## config.mk

```make
export PLATFORM = sky130hd
export DESIGN_NAME = cpt_dot
export DESIGN_NICKNAME = d
export VERILOG_FILES = /design/src/hdl/convex_polyhedron_point_test_core_defines.svh /design/src/hdl/cpt_pkg.sv /design/src/hdl/cpt_dot.sv
export SDC_FILE = /design/constraint.sdc
export NUM_CORES = 2
export LEC_CHECK = 0
export BUFFER_PORTS_ARGS = -buffer_cell sky130_fd_sc_hd__buf_4
export CORE_ASPECT_RATIO = 0.5
export CORE_UTILIZATION = 40
export CTS_CLUSTER_SIZE = 24
export DETAILED_ROUTE_END_ITERATION = 12
export GPL_ROUTABILITY_DRIVEN = 0
export RECOVER_POWER = 25
export SETUP_SLACK_MARGIN = 0.15
export SYNTH_ARGS = -nofsm -noshare
export SYNTH_HDL_FRONTEND = slang
export SYNTH_SLANG_ARGS = --single-unit
```

## constraint.sdc

```tcl
create_clock -name clk -period 7.57 [get_ports clk]
set_clock_uncertainty 0.05 [all_clocks]
set_input_delay 0.757 -clock clk [delete_from_list [all_inputs] [get_ports clk]]
set_output_delay 0.757 -clock clk [all_outputs]
set_load 0.02 [all_outputs]
```

## src/hdl/convex_polyhedron_point_test_core_defines.svh

```systemverilog
// Assertion macros for the convex polyhedron point test block
`ifndef CONVEX_POLYHEDRON_POINT_TEST_CORE_DEFINES_SVH
`define CONVEX_POLYHEDRON_POINT_TEST_CORE_DEFINES_SVH

`ifndef SYNTHESIS
`define CPT_ASSERT_SAME(lbl, ante, cons, msg) \
  lbl: assert property (@(posedge clk) disable iff (rst) (ante) |-> (cons)) else $error(msg);
`define CPT_ASSERT_NEXT(lbl, ante, cons, msg) \
  lbl: assert property (@(posedge clk) disable iff (rst) (ante) |=> (cons)) else $error(msg);
`else
`define CPT_ASSERT_SAME(lbl, ante, cons, msg)
`define CPT_ASSERT_NEXT(lbl, ante, cons, msg)
`endif

`endif

```

## src/hdl/cpt_pkg.sv

```systemverilog
// Shared constants and types for the convex polyhedron point test
`timescale 1ns / 1ps

package cpt_pkg;

  localparam int MAX_FACES = 64;
  localparam int CNT_W     = (MAX_FACES > 1) ? $clog2(MAX_FACES) : 1;

  localparam int FIDX_W = 6;
  localparam int FCNT_W = 7;
  localparam int PT_W   = 20;
  localparam int NRM_W  = 16;
  localparam int QRY_W  = 12;
  localparam int FRAC_W = 8;
  localparam int DIFF_W = PT_W + 1;
  localparam int PROD_W = DIFF_W + NRM_W;
  localparam int SUM_W  = PROD_W + 2;

  // depth of the dot-product pipeline, from a face at the ring head to its hit flag
  localparam int DOT_LAT = 3;
  localparam int DRN_W   = 2;

  typedef struct packed {
    logic signed [PT_W-1:0]  pt_x;
    logic signed [PT_W-1:0]  pt_y;
    logic signed [PT_W-1:0]  pt_z;
    logic signed [NRM_W-1:0] nrm_x;
    logic signed [NRM_W-1:0] nrm_y;
    logic signed [NRM_W-1:0] nrm_z;
  } face_t;

  typedef enum logic [1:0] {
    ST_IDLE,
    ST_RUN,
    ST_DRAIN,
    ST_PUT
  } st_t;

endpackage

```

## src/hdl/cpt_dot.sv

```systemverilog
// Pipelined dot product of (face point - query) with the face normal; flags a negative sum
`timescale 1ns / 1ps

module cpt_dot (
  input  logic                        clk,
  input  logic                        rst,
  input  logic                        act,
  input  cpt_pkg::face_t              face,
  input  logic signed [cpt_pkg::QRY_W-1:0] qx,
  input  logic signed [cpt_pkg::QRY_W-1:0] qy,
  input  logic signed [cpt_pkg::QRY_W-1:0] qz,
  output logic                        hit
);
  import cpt_pkg::*;

  logic                      s1_vld;
  logic signed [DIFF_W-1:0]  dx, dy, dz;
  logic signed [NRM_W-1:0]   nx, ny, nz;
  logic                      s2_vld;
  logic signed [PROD_W-1:0]  mx, my, mz;
  logic signed [SUM_W-1:0]   sum;

  // query scaled to Q12.8, both sides sign extended to the difference width
  always_ff @(posedge clk) begin
    dx <= {face.pt_x[PT_W-1], face.pt_x} - {qx[QRY_W-1], qx, {FRAC_W{1'b0}}};
    dy <= {face.pt_y[PT_W-1], face.pt_y} - {qy[QRY_W-1], qy, {FRAC_W{1'b0}}};
    dz <= {face.pt_z[PT_W-1], face.pt_z} - {qz[QRY_W-1], qz, {FRAC_W{1'b0}}};
    nx <= face.nrm_x;
    ny <= face.nrm_y;
    nz <= face.nrm_z;
  end

  always_ff @(posedge clk) begin
    mx <= PROD_W'(dx) * PROD_W'(nx);
    my <= PROD_W'(dy) * PROD_W'(ny);
    mz <= PROD_W'(dz) * PROD_W'(nz);
  end

  assign sum = SUM_W'(mx) + SUM_W'(my) + SUM_W'(mz);

  always_ff @(posedge clk) begin
    if (rst) begin
      s1_vld <= 1'b0;
      s2_vld <= 1'b0;
      hit    <= 1'b0;
    end else begin
      s1_vld <= act;
      s2_vld <= s1_vld;
      hit    <= s2_vld && sum[SUM_W-1];
    end
  end

endmodule

```

* Yosys cells after proc, flatten, opt, wreduce, memory -nomap -nowiden
Cells that the tools add are included.
** Storage, ports and cells
- Register bits after elaboration :: 225
- Bits of input ports :: 147
- Output and inout port bits :: 1
- Logic and storage cells :: 21
** Cells by class
- Add/subtract/negate cells :: 5
- Multipliers :: 3
- Reduce and logical (&&, ||, !) cells :: 1
** Operators by type and width (number)
- 21-bit by 16-bit multiplier with 37-bit output :: 3
- 20-bit by 20-bit subtractor with 21-bit output :: 3
- 38-bit by 37-bit adder with 39-bit output :: 1
- 37-bit by 37-bit adder with 38-bit output :: 1
- 1-bit logical AND :: 1

* Logic depth before layout (Yosys ltp)
- Depth in word-level cells :: 3
- Depth in mapped cells :: 26
- Gate-level depth less buffers :: 24

* Worst setup path after synthesis
OpenSTA, ideal clock, no wires.
- Path kind :: register to register
- Start point :: register dz[10]
- End point :: register mz[34]
- Library setup time :: 0.095 ns
- Arrival time :: 6.070 ns
- Data required time :: 7.425 ns
- Path slack :: 1.355 ns
- Cell stages (with the launch flop) :: 22
- Buffers on the path :: 1
- Clock period less this slack :: 6.215 ns
- Cells stage by stage :: dfxtp_1 clkbuf_1 nand2_1 fa_1 inv_1 fa_1 fa_1 inv_1 fa_1 inv_1 fa_1 fa_1 ha_1 a21oi_1 o21ai_1 a211oi_4 a2111oi_2 o41ai_2 a21oi_2 o211ai_2 or4b_1 o311ai_1
** Between the ends
- Cells in the longest elaborated chain, start to end :: 1
** RTL lines
- start: declaration :: RTL line cpt_dot.sv:17 : logic signed [DIFF_W-1:0] dx, dy, dz;
- start signal: assignment :: RTL line cpt_dot.sv:27 : dz <= {face.pt_z[PT_W-1], face.pt_z} - {qz[QRY_W-1], qz, {FRAC_W{1'b0}}};
- 21-bit by 16-bit multiplier with 37-bit output :: RTL line cpt_dot.sv:36 : mz <= PROD_W'(dz) * PROD_W'(nz);
- end signal: assignment :: RTL line cpt_dot.sv:36
- end: declaration :: RTL line cpt_dot.sv:20 : logic signed [PROD_W-1:0] mx, my, mz;
Every way passes these cells.
A chain may end at the register's enable or synchronous reset.

* Worst setup path in the final report
- Start point :: register ny[3]
- End point :: register my[36]
** Between the ends
- Cells in the longest elaborated chain, start to end :: 1
** RTL lines
- start: declaration :: RTL line cpt_dot.sv:18 : logic signed [NRM_W-1:0] nx, ny, nz;
- start signal: assignment :: RTL line cpt_dot.sv:29 : ny <= face.nrm_y;
- 21-bit by 16-bit multiplier with 37-bit output :: RTL line cpt_dot.sv:35 : my <= PROD_W'(dy) * PROD_W'(ny);
- end signal: assignment :: RTL line cpt_dot.sv:35
- end: declaration :: RTL line cpt_dot.sv:20
Every way passes these cells.

==> flow_metrics.tcl <==
set metrics [dict create \
    maxCapViolations 0 \
    yosysSeqAreaShare_pct 10.1 \
    rows 86 \
    viasPerCell 4.82 \
    grt_pass1_wl_um 170000 \
    synth_most_common_cell "inv_1" \
    htree_levels 1 \
    syn-mean-instance-area_sq_um 9.33 \
    path_max_fanout 21 \
    clock_latency_ns 0.63 \
    hold_depth 1 \
    die_h_um 238 \
    grt.overflow.total 0 \
    cts_tree "built" \
    cts_setup_buffers 0 \
    crit_arrival_ns 7.51 \
    ys_async_sr_fraction_pct 0 \
    required_ns 8.02 \
    min-delay-start "face[16]" \
    drc 0 \
    hp-class "in -> reg" \
    detail-route-antenna-nets 0 \
    vias 30700 \
    syn-num-nets 6298 \
    r2r_slack_ns 0.51 \
    min_period_over_period_pct 93.2 \
    cts_buffers 27 \
    multi_input_area_sq_um 34800 \
    critical_path_class "reg -> reg" \
    root_buffer "clkbuf_16" \
    fin_crit_ns 7.06 \
    worstPathCellList "and2_1, fa_1, fa_1, fa_1, fa_1, fa_1, fa_1, ha_1, nand4_1, nor2_1, nand4_1, o41ai_1, a31oi_1, a211oi_1" \
    synth_cell_types 82 \
    cp_slowest_cell "dfxtp_1" \
    r2r_cells 14 \
    drtIter0Drc 1500 \
    yosys_warnings 0 \
    status "completed" \
    slew_viol_final 0 \
    clock-sinks 225 \
    fp.dieArea_sq_um 113000 \
    postCtsHoldBufs 0 \
    drive_gt1_share_pct 6.01 \
    io_pins 148 \
    setup_viol 0 \
    hpwl_um 86300 \
    synth_edf_count 0 \
    setup.worst_path.start_class "register" \
    synth_common_cells "inv_1, fa_1, nand2_1" \
    clk_path_buf_depth 3 \
    start_util_pct 40.4 \
    max_freq_ghz 0.142 \
    tightestPinTransition_ns 0.999 \
    crit_top_cell "fa_1" \
    seq_area_sq_um 4520 \
    nFillCells 10800 \
    syn-instance-count 4767 \
    grt_antenna_before_repair 3 \
    avgRoutedWirePerCell_um 15.6 \
    die_width_um 474 \
    synth_top_area_share_pct 46.6 \
    slew_headroom_pct 33.3 \
    synthTopCellsByArea "fa_1, inv_1, dfxtp_1" \
    port_buffers 147 \
    diodes 0 \
    syn_area_sq_um 44500 \
    fin_setup_tns_ns 0 \
    crit_buf_inv 0 \
    wirelength_um 99200 \
    cp_top_family "adder cells" \
    postPlaceCellArea_sq_um 47400 \
    clk_pin_slew_ns 0.08 \
    grt_max_degree 22 \
    yosys.area.top_type "fa_1" \
    core_area_sq_um 110000 \
    final_cell_area_sq_um 48200 \
    rsz0062_at_grt "yes" \
    finalHoldWorstSlack_ns 0.201 \
    drt-pass1-iter-count 5 \
    grt_pass1_vias 34000 \
    final_hold_viol_count 0 \
    r2r_start "ny[3]" \
    ys_ff_latch 225 \
    endpoint_kind "register" \
    final_nets 6383 \
    ys.flop_type "dfxtp_1" \
    hold_end "ny[0]" \
    critPathMaxStageDelay_ns 0.93 \
    grt.total_usage_pct 18.7 \
    worstReg2RegEnd "my[36]" \
    area_growth_pct 8.49 \
]
==> how the worst max path moves through the flow <==
stage / from / end / slack [ns] / cells after the start
6_report: ny[3] / my[36] / 0.51 / 14
5_1_grt: ny[3] / my[36] / 0.13 / 19
4_1_cts: ny[1] / my[36] / 0.32 / 15
3_5_place_dp: ny[4] / my[36] / 0.36 / 15
3_3_place_gp: ny[4] / my[36] / 0.45 / 15
2_1_floorplan: dz[10] / mz[34] / 1.36 / 21
==> metal layers <==
layer	vias to the layer above	global-route usage [%]	share of wire, %
li1	14100	-	-
met5	-	0	0.013
met3	113	2.54	4.9
met2	584	32.7	50
met1	15900	25.0	44
met4	2	3.42	1.7
==> per-stage QoR <==
| step | utilization, % | cells | setup slack [ns] |
|---|---|---|---|
| after floorplan | - | 4767 | 1.36 |
| after global placement | 43.0 | 6319 | 0.446 |
| after detailed placement | 43.0 | 6319 | 0.359 |
| after CTS | 43.8 | 6368 | 0.318 |
| after global routing | 43.8 | 6368 | 0.128 |
| final | 43.8 | 6368 | 0.514 |
==> final cells by class <==
class                   count  share of cell area (%)
multi-input cells        3160                    72.1
inverters                1221                    9.53
flip-flops and latches    225                    9.36
well taps                1496                    3.88
repair buffers            217                    3.35
clock buffers              33                    1.53
clock inverters            16                   0.296
==> repair_timing <==
item                                    4_1_cts  5_1_grt
resized for setup                             0        9
endpoints found under the setup margin        0        7
endpoints found under the hold margin         0        0
==> logic make-up (layout without fill, tap and decap cells) <==
logic type	Yosys count	after routing	share of synthesized area, %
AO/OA/AOI/OAI	346	346	5.21
adder cells (fa/ha/maj)	1384	1384	56.4
buffers and inverters	1382	1487	11.7
XOR/XNOR	137	137	2.70
AND/OR/NAND/NOR	1290	1290	13.8
flip-flops	225	225	10.1
multiplexers	3	3	0.0675
==> placed cells by master (no fill, tap or decap), drive strengths merged, types with 17 or more instances in the layout <==
| master | instances |
|---|---|
| buf | 161 |
| a211oi | 17 |
| fa | 1035 |
| xnor2 | 107 |
| nand3 | 20 |
| a21o | 49 |
| a21oi | 95 |
| nor2 | 141 |
| clkbuf | 89 |
| xor2 | 30 |
| inv | 1224 |
| nand2b | 31 |
| o21ai | 71 |
| nor3 | 19 |
| ha | 349 |
| and2 | 385 |
| o21bai | 21 |
| nand2 | 630 |
| nor2b | 19 |
| dfxtp | 225 |
==> sequential cells by signal, summed over array words and instances (netlist names) <==
name    flops
mz         37
nx         16
dx         21
hit         1
my         37
mx         37
s2_vld      1
s1_vld      1
dz         21
dy         21
nz         16
ny         16
Power is left out: the tool's default activity adds up to more than one toggle a clock period on the data nets, which glitch-free logic cannot reach.
