[src/hdl/convex_polyhedron_point_test_core_defines.svh]
// Assertion macros for the convex polyhedron point test block
`ifndef CONVEX_POLYHEDRON_POINT_TEST_CORE_DEFINES_SVH
`define CONVEX_POLYHEDRON_POINT_TEST_CORE_DEFINES_SVH

`ifndef SYNTHESIS
`define CPT_ASSERT_SAME(lbl, ante, cons, msg) \
  lbl: assert property (@(posedge clk) disable iff (rst) (ante) |-> (cons)) else $error(msg);
`define CPT_ASSERT_NEXT(lbl, ante, cons, msg) \
  lbl: assert property (@(posedge clk) disable iff (rst) (ante) |=> (cons)) else $error(msg);
`else
`define CPT_ASSERT_SAME(lbl, ante, cons, msg)
`define CPT_ASSERT_NEXT(lbl, ante, cons, msg)
`endif

`endif

[src/hdl/cpt_pkg.sv]
// Shared constants and types for the convex polyhedron point test
`timescale 1ns / 1ps

package cpt_pkg;

  localparam int MAX_FACES = 64;
  localparam int CNT_W     = (MAX_FACES > 1) ? $clog2(MAX_FACES) : 1;

  localparam int FIDX_W = 6;
  localparam int FCNT_W = 7;
  localparam int PT_W   = 20;
  localparam int NRM_W  = 16;
  localparam int QRY_W  = 12;
  localparam int FRAC_W = 8;
  localparam int DIFF_W = PT_W + 1;
  localparam int PROD_W = DIFF_W + NRM_W;
  localparam int SUM_W  = PROD_W + 2;

  // depth of the dot-product pipeline, from a face at the ring head to its hit flag
  localparam int DOT_LAT = 3;
  localparam int DRN_W   = 2;

  typedef struct packed {
    logic signed [PT_W-1:0]  pt_x;
    logic signed [PT_W-1:0]  pt_y;
    logic signed [PT_W-1:0]  pt_z;
    logic signed [NRM_W-1:0] nrm_x;
    logic signed [NRM_W-1:0] nrm_y;
    logic signed [NRM_W-1:0] nrm_z;
  } face_t;

  typedef enum logic [1:0] {
    ST_IDLE,
    ST_RUN,
    ST_DRAIN,
    ST_PUT
  } st_t;

endpackage

[src/hdl/cpt_cell.sv]
// One ring cell: holds a single face entry, loaded directly or shifted from its neighbor
`timescale 1ns / 1ps

module cpt_cell (
  input  logic          clk,
  input  logic          load,
  input  logic          shift,
  input  cpt_pkg::face_t load_face,
  input  cpt_pkg::face_t shift_face,
  output cpt_pkg::face_t face
);
  import cpt_pkg::*;

  always_ff @(posedge clk) begin
    if (load) begin
      face <= load_face;
    end else if (shift) begin
      face <= shift_face;
    end
  end

endmodule

[config.mk]
export PLATFORM = sky130hd
export DESIGN_NAME = cpt_cell
export DESIGN_NICKNAME = d
export VERILOG_FILES = /design/src/hdl/convex_polyhedron_point_test_core_defines.svh /design/src/hdl/cpt_pkg.sv /design/src/hdl/cpt_cell.sv
export SDC_FILE = /design/constraint.sdc
export NUM_CORES = 1
export LEC_CHECK = 0
export ABC_AREA = 1
export BUFFER_PORTS_ARGS = -buffer_cell sky130_fd_sc_hd__buf_2
export CORE_AREA = 2 2 125 127
export DETAILED_ROUTE_END_ITERATION = 8
export DIE_AREA = 0 0 127 129
export PLACE_DENSITY = 0.65
export SLEW_MARGIN = 20
export SYNTH_ARGS = -nofsm -noshare
export SYNTH_HDL_FRONTEND = slang
export SYNTH_SLANG_ARGS = --single-unit
[constraint.sdc]
create_clock -name clk -period 2.5 [get_ports clk]
set_clock_uncertainty 0.2 [all_clocks]
set_input_delay 0.5 -clock clk [delete_from_list [all_inputs] [get_ports clk]]
set_output_delay 0.5 -clock clk [all_outputs]
set_load 0.1 [all_outputs]
* Word level (Yosys, flattened, before mapping)
Index checks and enable logic that the tools add are counted.
** Operators by class
- Muxes and demuxes :: 2
- Reductions and logical operators :: 1
** Operator list (number)
- $mux W108 :: 2
- $reduce_bool A2 Y1 :: 1
** Word-level totals
- Register bits after elaboration :: 108
- Input port bits :: 219

* Logic depth before layout (Yosys ltp)
Gate-level depths: netlist of the first run.
- Word-level depth :: 2
- Depth in mapped cells :: 5

* Worst setup path after synthesis of the first run
OpenSTA, ideal clock, no wires.
- Path type :: input-to-reg
- Start point :: input load
- End point :: register face[0] in the netlist's numbering, enable pin
- Library setup time :: 421 ps
- Arrival time :: 2067 ps
- Required time :: 1879 ps
- Slack :: -188 ps
- Cell stages on the path :: 3
- Cell sequence :: buf_6 buf_6 or2_2
** Between the ends
- Cells in the longest elaborated chain, start to end :: 1
** Ends and longest elaborated chain
- start: declaration :: line cpt_cell.sv:6 : input logic load,
- $reduce_bool A2 Y1 (no source line)
- end signal: assignment :: line cpt_cell.sv:16 : face <= load_face;
- end signal: assignment :: line cpt_cell.sv:18 : face <= shift_face;
- end: declaration :: line cpt_cell.sv:10 : output cpt_pkg::face_t face
Every way passes these cells.
A chain may end at the register's enable or synchronous reset.

* Final worst setup path of the first run
- Start point :: register face[74] in the netlist's numbering
- End point :: output face[74] in the netlist's numbering
No word-level cell between the ends.

==> impl_metrics.py, run 1 <==
metrics = {
    "outcome": {
        "status": "finished clean",
    },
    "worst_setup_path": {
        "crit_buf_inv": 1,
        "cp-end-kind": "output port",
        "required_ns": 1.80,
        "cpPeakStageDelay_ns": 0.44,
        "start_kind": "register",
        "path_max_fanout": 1,
        "path_cells": "buf_2",
        "cp_slowest_cell": "buf_2",
        "critPathKind": "reg -> out",
        "cp.depth": 1,
        "critPathTopFamily": "buffers and inverters",
        "cp-endpoint": "face[74]",
        "crit_start": "face[74]",
        "arrival_ns": 1.16,
    },
    "yosys": {
        "syn_nets": 676,
        "syn_inst": 457,
        "synth_cell_types": 8,
        "synthAdderAreaFrac_pct": 0,
        "synth_top_area_cell": "edfxtp_1",
        "yosysWarnings": 0,
        "synth_edf_count": 108,
        "synthesis.area_sq_um": 4610,
        "synth.area.top_cells": "edfxtp_1, nand2_1, buf_2, buf_4, buf_6",
        "synth.most_common_cell": "nand2_1",
        "synth_compound_area_share_pct": 0,
        "synth.top_cell.area_share_pct": 70.4,
        "synthSimpleGateAreaFrac_pct": 26.5,
        "avgSynthCellArea_sq_um": 10.1,
        "ys_seq_elements": 108,
        "synth_xor_xnor_area_share_pct": 0,
        "synth_top_flop_cell": "edfxtp_1",
        "synth_commonest_cells": "nand2_1, edfxtp_1, buf_2, buf_4, buf_6",
        "async_flop_share_pct": 0,
        "synth_top_family_by_area": "simple AND/OR/NAND/NOR gates",
        "synthMuxAreaShare_pct": 0,
        "ys_seq_area_share_pct": 70.4,
    },
    "placed_design": {
        "hpwl_mm": 9.92,
        "placedCellCount": 954,
        "place_ws_ns": 0.659,
        "placed_area_sq_um": 6440,
        "gp_congestion": 0.827,
        "portBuffers": 326,
    },
    "floorplan": {
        "start_util_pct": 30.8,
        "die_w_microns": 127,
        "core-area_sq_um": 15000,
        "rows": 45,
        "die_area_sq_um": 16400,
        "ios": 327,
        "die_height_microns": 129,
    },
    "timing": {
        "setup_viol": 0,
        "finalHoldViolations": 0,
        "slew_viol_final": 0,
        "final.setup.worst_slack_ns": 0.641,
        "layout_min_cycle_time_ns": 1.86,
        "whs_ns": 0.212,
        "slew_headroom_pct": 65.3,
        "rsz0062_at_grt": "no",
        "period_share_pct": 74.3,
        "finalSetupTns_ns": 0,
        "max_freq_mhz": 538,
        "worst_slew_pin_slew_ns": 0.524,
    },
    "clocking": {
        "clock-sinks": 108,
        "htree_levels": 3,
        "cts_tree": "done",
        "clk_pin_slew_ns": 0.07,
        "cts_setup_buffers": 0,
        "cts_resized": 0,
        "numCtsBuffers": 9,
        "holdBufCountCts": 0,
        "cts-root-buf": "clkbuf_16",
        "cts.path.max_buffers": 2,
    },
    "drt": {
        "avgViaCountPerCell": 4.24,
        "ant_nets": 0,
        "dr.first_iter.drc_count": 187,
        "dr.pass1.iters": 4,
        "drc": 0,
        "vias": 4112,
        "wl_mm": 13.3,
        "wl_per_cell_microns": 13.8,
    },
    "final_layout": {
        "drive_gt1_share_pct": 44.4,
        "layout.nets": 996,
        "area_growth_pct": 46.0,
        "design_area_sq_um": 6720,
        "largest_reg_flops": 108,
        "regMostFlops": "face",
        "final_cells": 970,
        "largestRegisters": "face (108)",
    },
    "global_routing": {
        "grt_max_degree": 109,
        "antenna_found_initial": 1,
        "grt_usage_pct": 15.6,
        "grt_overflow": 0,
        "grt_pass1_wl_mm": 19.3,
        "grt_pass1_vias": 3812,
    },
    "worst_hold_path": {
        "min_path_type": "in -> reg",
        "whs_path_depth": 3,
    },
    "pwr": {
        "switchingPower_mw": 2.42,
        "ir_drop_v": 0.000327,
        "combPwrFrac_pct": 36.0,
        "p_per_area_nw_per_um2": 852,
        "power_frac_seq_pct": 39.6,
        "clkPwrFrac_pct": 24.3,
        "p_int_mw": 3.31,
        "swShare_pct": 42.2,
        "p_leak_nw": 3.55,
    },
    "job": {
        "cap_viol_max_count": 0,
    },
}
through the flow:
stage,total power [mW],util (%)
finish,5.73,44.9
global route,5.93,44.9
CTS,5.79,44.9
detailed placement,4.39,43.0
global placement,4.37,43.0
floorplan,3.96,-
cells in the final DEF (no fill, tap or decap), drive strengths merged:
master    synthesis  final
buf              22    332
nand2           324    324
edfxtp          108    108
clkbuf            1     11
clkinv            0      3
diode             0      1
or2               1      1
bufinv            0      1
clkinvlp          0      1
layer usage:
layer / part of all wire (%) / vias to the layer above / global-route usage [%]
met3: 8.2 / 23 / 4.74
met2: 50 / 191 / 27.3
met1: 39 / 1794 / 17.5
met5: 0 / - / 0
met4: 2.4 / 0 / 7.43
li1: - / 2104 / -
kinds of logic (layout without fill, tap and decap cells):
| family | after synthesis | after routing |
|---|---|---|
| other cells | 0 | 1 |
| simple gates | 325 | 325 |
| flops | 108 | 108 |
| buf+inv | 24 | 348 |
power groups by stage:
stage	combinational (mW)	clock, mW	sequential, mW
after CTS	2.08	1.44	2.27
final	2.07	1.39	2.27
after floorplan	0.193	0	3.77
after global placement	2.07	0	2.30
after global routing	2.15	1.50	2.29
after detailed placement	2.08	0	2.31
worst min-delay path by stage:
stage / end / slack [ns] / startpoint
finish: face[38] / 0.21 / shift_face[38]
global route: face[45] / 0.20 / shift_face[45]
detailed placement: face[82] / 0.57 / shift_face[82]
CTS: face[18] / 0.19 / shift_face[18]
global placement: face[8] / 0.56 / shift_face[8]
floorplan: face[0] / 0.48 / shift_face[0]
final cells by class:
cell class                 instances  area (sq um)
fill                            1473          8250
tap                              188           235
multi-input combinational        325          1220
inverter                           1          5.00
clock buffer                      11           233
timing repair buffer             332          1730
antenna                            1          2.50
sequential                       108          3240
clock inverter                     4          51.3
No activity file was read; power rests on OpenSTA's default activity.
==> inputs of run 2 (changes only) <==
clock period = 1.7 ns   (was 2.5 ns; I/O delays follow)
==> impl_metrics.py, run 2 (synthesized netlist as in run 1, its figures left out) <==
metrics = {
    "global_routing": {
        "grt_pass1_wl_mm": 19.3,
        "grt_usage_pct": 15.4,
        "grt_max_degree": 109,
        "antenna_found_initial": 1,
        "grt_pass1_vias": 3837,
        "grt_overflow": 0,
    },
    "drt": {
        "wl_mm": 13.0,
        "wl_per_cell_microns": 13.4,
        "avgViaCountPerCell": 4.18,
        "vias": 4053,
        "dr.first_iter.drc_count": 205,
        "drc": 0,
        "ant_nets": 0,
        "dr.pass1.iters": 4,
    },
    "pwr": {
        "ir_drop_v": 0.000527,
        "p_leak_nw": 3.59,
        "p_per_area_nw_per_um2": 1280,
    },
    "timing": {
        "whs_ns": 0.0559,
        "rsz0062_at_grt": "no",
        "worst_slew_pin_slew_ns": 0.516,
        "max_freq_mhz": 599,
        "period_share_pct": 98.1,
        "slew_headroom_pct": 65.8,
        "finalHoldViolations": 0,
        "setup_viol": 0,
        "slew_viol_final": 0,
        "layout_min_cycle_time_ns": 1.67,
    },
    "final_layout": {
        "regMostFlops": "face",
        "area_growth_pct": 48.1,
        "final_cell_mix": "nand2_1, buf_2, edfxtp_1",
        "largest_reg_flops": 108,
        "final_cells": 969,
        "layout_commonest_cell": "nand2_1",
        "drive_gt1_share_pct": 44.5,
        "layout.nets": 995,
        "largestRegisters": "face (108)",
    },
    "placed_design": {
        "gp_congestion": 0.817,
        "placedCellCount": 953,
        "portBuffers": 326,
        "hpwl_mm": 9.66,
    },
    "floorplan": {
        "start_util_pct": 30.8,
        "die_height_microns": 129,
        "core-area_sq_um": 15000,
        "rows": 45,
        "die_w_microns": 127,
        "die_area_sq_um": 16400,
        "ios": 327,
    },
    "worst_setup_path": {
        "arrival_ns": 1.13,
        "required_ns": 1.16,
        "start_kind": "register",
        "critPathTopFamily": "buffers and inverters",
        "crit_buf_inv": 1,
        "path_cells": "buf_2",
        "cp-end-kind": "output port",
        "critPathKind": "reg -> out",
        "cpPeakStageDelay_ns": 0.43,
        "path_max_fanout": 1,
        "cp_slowest_cell": "buf_2",
    },
    "clocking": {
        "holdBufCountCts": 0,
        "clock-sinks": 108,
        "cts.path.max_buffers": 2,
        "htree_levels": 3,
        "numCtsBuffers": 9,
        "cts-root-buf": "clkbuf_16",
        "cts_tree": "done",
        "clk_pin_slew_ns": 0.07,
    },
    "job": {
        "cap_viol_max_count": 0,
    },
    "worst_hold_path": {
        "min_path_type": "in -> reg",
    },
    "outcome": {
        "status": "finished clean",
    },
}
## run 2: per-layer routing
metal  vias up  routed length (microns)  GRT usage [%]
met5         -                        0              0
met4         0                      285           7.30
met3        17                     1230           4.99
met2       215                     6340           26.1
met1      1720                     5110           17.8
li1       2101                        -              -
## run 2: power breakdown
group	internal [mW]	switching, mW	total, mW
logic	0.497	2.57	3.07
clock network	1.42	0.893	2.31
registers	3.27	0.0699	3.34
total	5.19	3.53	8.72
## run 2: layout make-up
cell class | instances | area (sq um)
clock buffers | 9 | 225
multi-input cells | 325 | 1220
well taps | 188 | 235
clock inverters | 6 | 104
repair buffers | 331 | 1780
inverters | 1 | 5.00
flip-flops and latches | 108 | 3240
fillers | 1487 | 8160
diodes | 1 | 2.50
## run 2: through the flow
step / setup TNS (ns) / setup slack (ns) / utilization [%] / cell area, sq um / total power [mW]
after floorplan: -30.46 / -0.282 / - / 4610 / 5.83
after global placement: 0 / 0.199 / 43.2 / 6470 / 6.46
after detailed placement: 0 / 0.189 / 43.2 / 6470 / 6.48
after CTS: 0 / 0.0000260 / 45.4 / 6800 / 8.81
after global routing: 0 / 0.00132 / 45.5 / 6820 / 9.04
final: 0 / 0.0317 / 45.5 / 6820 / 8.72
## run 2: path summary, 6_finish.rpt
kind / end / cells past startpoint / startpoint
min: face[70] / 3 / shift_face[70]
max: face[92] / 1 / face[92]
## run 2: what timing repair did
| item | 4_1_cts | 5_1_grt |
|---|---|---|
| hold endpoints to repair | 0 | 0 |
| resized for setup | 1 | 5 |
| setup buffers | 0 | 0 |
| setup endpoints to repair | 1 | 5 |
